<file path="src/hdl/pwsp_pkg.sv">
package pwsp_pkg;

  localparam int DEF_MAX_SPEAKERS = 8;
  localparam int DEF_ANGLE_BITS   = 16;
  localparam int DEF_GAIN_BITS    = 16;

  localparam int CFG_DATA_W = 64;
  localparam int CFG_IDX_W  = 3;
  localparam int CH_BITS    = 3;
  localparam int SLOT_BITS  = 16;   // angle slot pitch in the angle words
  localparam int SLOTS_LOW  = 4;    // speakers held in the low angle word

  localparam int Q_BITS   = 30;     // phase fraction bits
  localparam int U_W      = Q_BITS + 1;
  localparam int P_W      = 32;
  localparam int SINE_LAT = 6;

  localparam logic [P_W-1:0] SC9 = 32'd172272;
  localparam logic [P_W-1:0] HORNER_C [4] = '{32'd5026995, 32'd85569306,
                                              32'd693598668, 32'd1686629713};

  typedef enum logic [CFG_IDX_W-1:0] {
    REG_CHANNEL_COUNT = 3'd0,
    REG_SPEAKER_COUNT = 3'd1,
    REG_ANGLES_LOW    = 3'd2,
    REG_ANGLES_HIGH   = 3'd3,
    REG_CHANNELS      = 3'd4
  } cfg_reg_t;

  typedef enum logic [1:0] {
    KIND_NONE = 2'd0,
    KIND_MONO = 2'd1,
    KIND_PAIR = 2'd2
  } kind_t;

  typedef struct packed {
    kind_t              kind;
    logic [CH_BITS-1:0] cha;
    logic [CH_BITS-1:0] chb;
  } meta_t;

endpackage

</file>
<file path="src/hdl/pwsp_div.sv">
// Restoring divider, one quotient bit per stage: quot = floor(num * 2^Q_BITS / span).
module pwsp_div import pwsp_pkg::*; #(
  parameter int ANGLE_BITS = DEF_ANGLE_BITS
) (
  input  logic                  clk,
  input  logic                  en,
  input  logic [ANGLE_BITS:0]   num,
  input  logic [ANGLE_BITS:0]   span,
  output logic [Q_BITS-1:0]     quot
);
  localparam int RW = ANGLE_BITS + 1;

  logic [RW-1:0]     rem [Q_BITS];
  logic [RW-1:0]     spn [Q_BITS];
  logic [Q_BITS-1:0] q   [Q_BITS];

  for (genvar k = 0; k < Q_BITS; k++) begin : g_st
    logic [RW-1:0]     r_src, s_src;
    logic [Q_BITS-1:0] q_src;
    logic [RW:0]       r2;
    logic              ge;
    if (k == 0) begin : g_first
      assign r_src = num;
      assign s_src = span;
      assign q_src = '0;
    end else begin : g_next
      assign r_src = rem[k-1];
      assign s_src = spn[k-1];
      assign q_src = q[k-1];
    end
    assign r2 = {r_src, 1'b0};
    assign ge = r2 >= {1'b0, s_src};
    always_ff @(posedge clk) begin
      if (en) begin
        rem[k] <= ge ? RW'(r2 - {1'b0, s_src}) : r2[RW-1:0];
        spn[k] <= s_src;
        q[k]   <= {q_src[Q_BITS-2:0], ge};
      end
    end
  end

  assign quot = q[Q_BITS-1];
endmodule

</file>
<file path="config.mk">
export PLATFORM = sky130hd
export DESIGN_NAME = pwsp_div
export DESIGN_NICKNAME = d
export VERILOG_FILES = /design/src/hdl/pwsp_pkg.sv /design/src/hdl/pwsp_div.sv
export SDC_FILE = /design/constraint.sdc
export NUM_CORES = 2
export LEC_CHECK = 0
export BUFFER_PORTS_ARGS = -buffer_cell sky130_fd_sc_hd__buf_2
export CAP_MARGIN = 10
export CORE_UTILIZATION = 45
export CTS_CLUSTER_SIZE = 10
export DETAILED_ROUTE_END_ITERATION = 10
export GPL_ROUTABILITY_DRIVEN = 0
export HOLD_SLACK_MARGIN = 0.05
export REMOVE_ABC_BUFFERS = 1
export SKIP_LAST_GASP = 1
export SLEW_MARGIN = 20
export SYNTH_ARGS = -nofsm -noshare
export SYNTH_HDL_FRONTEND = slang
export SYNTH_SLANG_ARGS = --single-unit
</file>
<file path="constraint.sdc">
create_clock -name clk -period 7.65 [get_ports clk]
set_input_delay 1.1475 -clock clk [delete_from_list [all_inputs] [get_ports clk]]
set_output_delay 1.1475 -clock clk [all_outputs]
set_load 0.05 [all_outputs]
</file>
* Word-level counts from Yosys, hierarchy flattened
Memories as Yosys holds them, arrays and structs flattened.
Index checks and enable logic that the tools add are counted.
Widths: inputs -> output; s select.
** Cells by class
- Mux-type cells :: 32
- Magnitude comparators :: 30
- $add $sub $neg :: 30
** Operators by type and width (number)
- $ge 18x17->1 :: 30
- $mux 17 :: 30
- $sub 17x17->17 :: 30
- $mux 1 :: 2
** Storage, ports and cells
- Bits in registers :: 0
- RAM bits :: 1920
- Word-level logic and storage cells :: 95
- Input bits :: 36
- Memories kept :: 3
- Output and inout port bits :: 30
** Memory list
- q :: depth 30, bits a word 30, read ports 30, clocked after Yosys merged registers in 0, wr ports 30, line pwsp_div.sv:15 : logic [Q_BITS-1:0] q [Q_BITS];
- rem :: depth 30, bits a word 17, read ports 29, clocked after Yosys merged registers in 0, wr ports 30, line pwsp_div.sv:13 : logic [RW-1:0] rem [Q_BITS];
- spn :: depth 30, bits a word 17, read ports 29, clocked after Yosys merged registers in 0, wr ports 30, line pwsp_div.sv:14 : logic [RW-1:0] spn [Q_BITS];

* Longest topological paths before layout
An unclocked memory read counts as a cell.
- Depth after elaboration :: 3
- Gate-level depth with buffers :: 13
- Mapped depth without buffers :: 11

* Worst setup path before layout
OpenSTA, ideal clock, no wires.
- Path type :: input to register
- From :: input port num[0]
- To :: memory rem[0][10] (netlist name) (data pin)
- Arrival time :: 3.384 ns
- Buffers on the path :: 1
- Data required time :: 7.390 ns
- Library setup time :: 0.260 ns
- Stages on the path :: 10
- Setup slack :: 4.006 ns
- Cells stage by stage :: inv_1 -> fa_1 -> nor2b_1 -> o31ai_1 -> a21bo_2 -> nand2b_1 -> o2111ai_1 -> a21oi_1 -> clkbuf_1 -> mux2_2
** RTL lines
- from (decl) :: line pwsp_div.sv:7 : input logic [ANGLE_BITS:0] num,
- to (decl) :: line pwsp_div.sv:13

==> metrics.md <==
| Metric | Value |
|---|---|
| Layout Skew | ~0.024 ns |
| Post-synth EDFFs | 1451 |
| Detailed Route WL | 142000 um |
| Htree depth | 4 |
| Final Max Tran Viols | 0 |
| Antenna violations before repair | 1 |
| Post-DP Area | 76800 um^2 |
| Buf/Inv on CP | 2 |
| Pwr dens | 410 nW/um^2 |
| Slowest-stage cell, CP | o21ai_0 |
| Met2 wire len | 66900 um |
| Delay-heaviest family, CP | compound AO/OA/AOI/OAI gates |
| Layout cell share with drive strength beyond 1 | 0.0966 |
| Synth Flop Type | edfxtp_1 |
| Worst Hold Depth | 0 |
| Crit. path cell count | 10 |
| R2R Path End | rem[4][1]$_DFFE_PP_ |
| Starting density of the core | 0.453 |
| Synth Warn # | 0 |
| Synthesized area | 73700 um^2 |
| Area of the core | 163000 um^2 |
| Detail Route Antenna Nets | 0 |
| Peak Freq | ~280 MHz |
| CTS Buf Count | between 150 and 200 |
| Seq/Total Area, Yosys | 0.591 |
| Share of the synthesized area in the top cell type | 0.591 |
| Peak supply drop | 0.000252 V |
| Most frequent CP cell | a21oi_1 |
| Worst Hold Launch | q[19][11]$_DFFE_PP_ |
| DP HPWL | about 100000 um |
| Critical path class | reg2reg |
| Actual slew at the worst max-slew pin | 1.08 ns |
| Floorplan row count | between 100 and 150 |
| Setup crit end kind | register |
| Unrepaired setup endpoints after global routing | no |
| Status | finished clean |
| Clock Tree Buf Depth | 3 |
| Die area | 166000 um^2 |
| Area Growth Syn to Fin | 10.8% |
| Worst reg2reg path depth | 10 |
| Layout Cells excl Fill | a little over 8000 |
| Post-Route Setup TNS | 0 ns |
| Resize count post-CTS | 0 |
| Avg Inst Size Synth | 12.6 um^2 |
| Fin crit period | 3.62 ns |
| Largest net degree at the start of global routing | 171 |
| Final Hold Viols | 0 |
| TritonCTS clock tree | yes |
| Dominant cell type by area after synthesis | edfxtp_1 |
| Final setup fails | 0 |
| Overall Global Routing Usage | 0.171 |
| Clock root buffer | clkbuf_16 |
| IO Pins | 66 |
| Via count | 44100 |
| Relative slew slack | 0.279 |
| Global-route wire length before repair | 227000 um |
| R2r startpoint | spn[3][0]$_DFFE_PP_ |
| Min Hold Slack | 0.408 ns |
| 1st-pass router iterations | 6 |
| Fill cells | 14000 |
| Later-pin clock latency in the skew report | roughly 0.8 ns |
| Worst path cell trace | fa_1 > inv_1 > a21oi_1 > o21ai_0 > a21oi_1 > o21ai_0 > a21oi_1 > o211ai_1 > buf_4 > mux2i_1 |
| Remaining global-route overflow | 0 |
| Metal3 WL | 4920 um |
| Fin crit share | 0.473 |
| Number of synthesized register bits | 1451 |
| R2R Setup Slk | a little over 4 ns |
| Post-CTS Setup Inserts | 0 |
| Max incr delay on CP | 0.64 ns |
| Vias in the first global route | 42700 |
| P_leak | 32.2 nW |
| Worst min path class | reg2reg |
| Die H | around 410 um |
| Gate count after technology mapping | 5869 |
| Nets | 6623 |
| MaxCap Viol Count | 0 |
| WL met1 | 66400 um |
| CP max FO | 18 |
| Setup crit start kind | register |
| CTS clk-pin slew, worst paths | 0.05 ns |
| DRT iter0 DRCs | 3081 |
| CTS hold repair buffers | 0 |
| Async SR Flop Fraction | 0 |
| Die X | between 400 and 500 um |
| Commonest non-fill, non-tap cell in the layout | edfxtp_1 |
| WL per Instance | 17.1 um |
| Synth cell types | 82 |
| Cell area after layout | 81700 um^2 |
| Most frequent cells in the layout | edfxtp_1, inv_1, ha_1, a21oi_1, nand2_1 |
| Highest metal used | met4 |
| DRC Markers | 0 |
| Critical Path RT | 8.17 ns |
| CP arrival | 4.14 ns |
| Hold Path End | q[20][12]$_DFFE_PP_ |
| Placed insts | 8048 |
| CTS sink cnt | approximately 1500 |
| IO buf count | 65 |
| Vias per std cell | about 5.3 |
| Top cells by area, synth | edfxtp_1, ha_1, mux2_2, inv_1, a21oi_1 |
worst reg2reg max path, delay by kind of cell, from the launching register on:
family          cells  cell delay (ns)
buf+inv             2             0.38
flops               1             0.54
compound gates      6             1.46
mux                 1             0.50
fa+ha+maj           1             0.48
sequential cells by signal (all words and copies together) (netlist names):
name and cells:
spn 493, rem 493, q 465
metrics by stage:
step	utilization	power (mW)	setup slack [ns]
2_1_floorplan	-	22.9	3.62
3_3_place_gp	0.472	26.1	3.41
3_5_place_dp	0.472	26.3	3.37
4_1_cts	0.501	33.7	3.84
5_1_grt	0.502	35.8	3.71
6_report	0.502	33.5	4.03
report_power, final:
| group | total, mW | switching [mW] | internal [mW] |
|---|---|---|---|
| clock network | 7.14 | 2.99 | 4.15 |
| registers | 12.7 | 1.13 | 11.5 |
| logic | 13.7 | 7.44 | 6.24 |
final cells by class:
cell class / count / area (um^2) / share of cell area
multi-input combinational: 3695 / 27600 / 0.338
clock buffer: 193 / 4400 / 0.0539
timing repair buffer: 92 / 633 / 0.00775
sequential: 1451 / 43600 / 0.533
inverter: 638 / 2390 / 0.0293
antenna: 1 / 2.50 / 0.0000306
clock inverter: 39 / 382 / 0.00467
tap: 2175 / 2720 / 0.0333
cells by family after synthesis:
kind of cell,share of synthesized area
XOR/XNOR,0.0416
buffers and inverters,0.0375
adder cells (fa/ha/maj),0.0942
AND/OR/NAND/NOR,0.0744
flip-flops,0.591
multiplexers,0.0429
AO/OA/AOI/OAI,0.119
routing by layer:
layer,track usage,vias to the layer above
met5,0,-
met4,0.0524,0
met3,0.0263,230
met2,0.281,749
met1,0.233,21200
li1,-,21900
worst max path at each step:
stage | startpoint | end
after global routing | spn[3][0]$_DFFE_PP_ | rem[4][1]$_DFFE_PP_
after detailed placement | num[0] | rem[0][12]$_DFFE_PP_
after floorplan | num[0] | rem[0][10]$_DFFE_PP_
final | spn[3][0]$_DFFE_PP_ | rem[4][1]$_DFFE_PP_
after CTS | rem[20][1]$_DFFE_PP_ | rem[21][10]$_DFFE_PP_
after global placement | num[0] | rem[0][2]$_DFFE_PP_
cell usage after synthesis, drive strengths merged, types with 17 or more instances:
master	instances
a211o	20
a211oi	39
a21boi	22
a21o	137
a21oi	381
a31oi	63
and2	20
and3	19
and4	17
buf	19
clkbuf	66
edfxtp	1451
fa	29
ha	509
inv	638
mux2	256
mux2i	23
nand2	358
nand2b	81
nand3	73
nand4	47
nor2	340
nor2b	74
nor3	59
nor4	17
o211ai	27
o21a	94
o21ai	367
o21bai	38
o31a	28
o31ai	30
xnor2	194
xor2	156
Power figures use the tool's default switching activity.
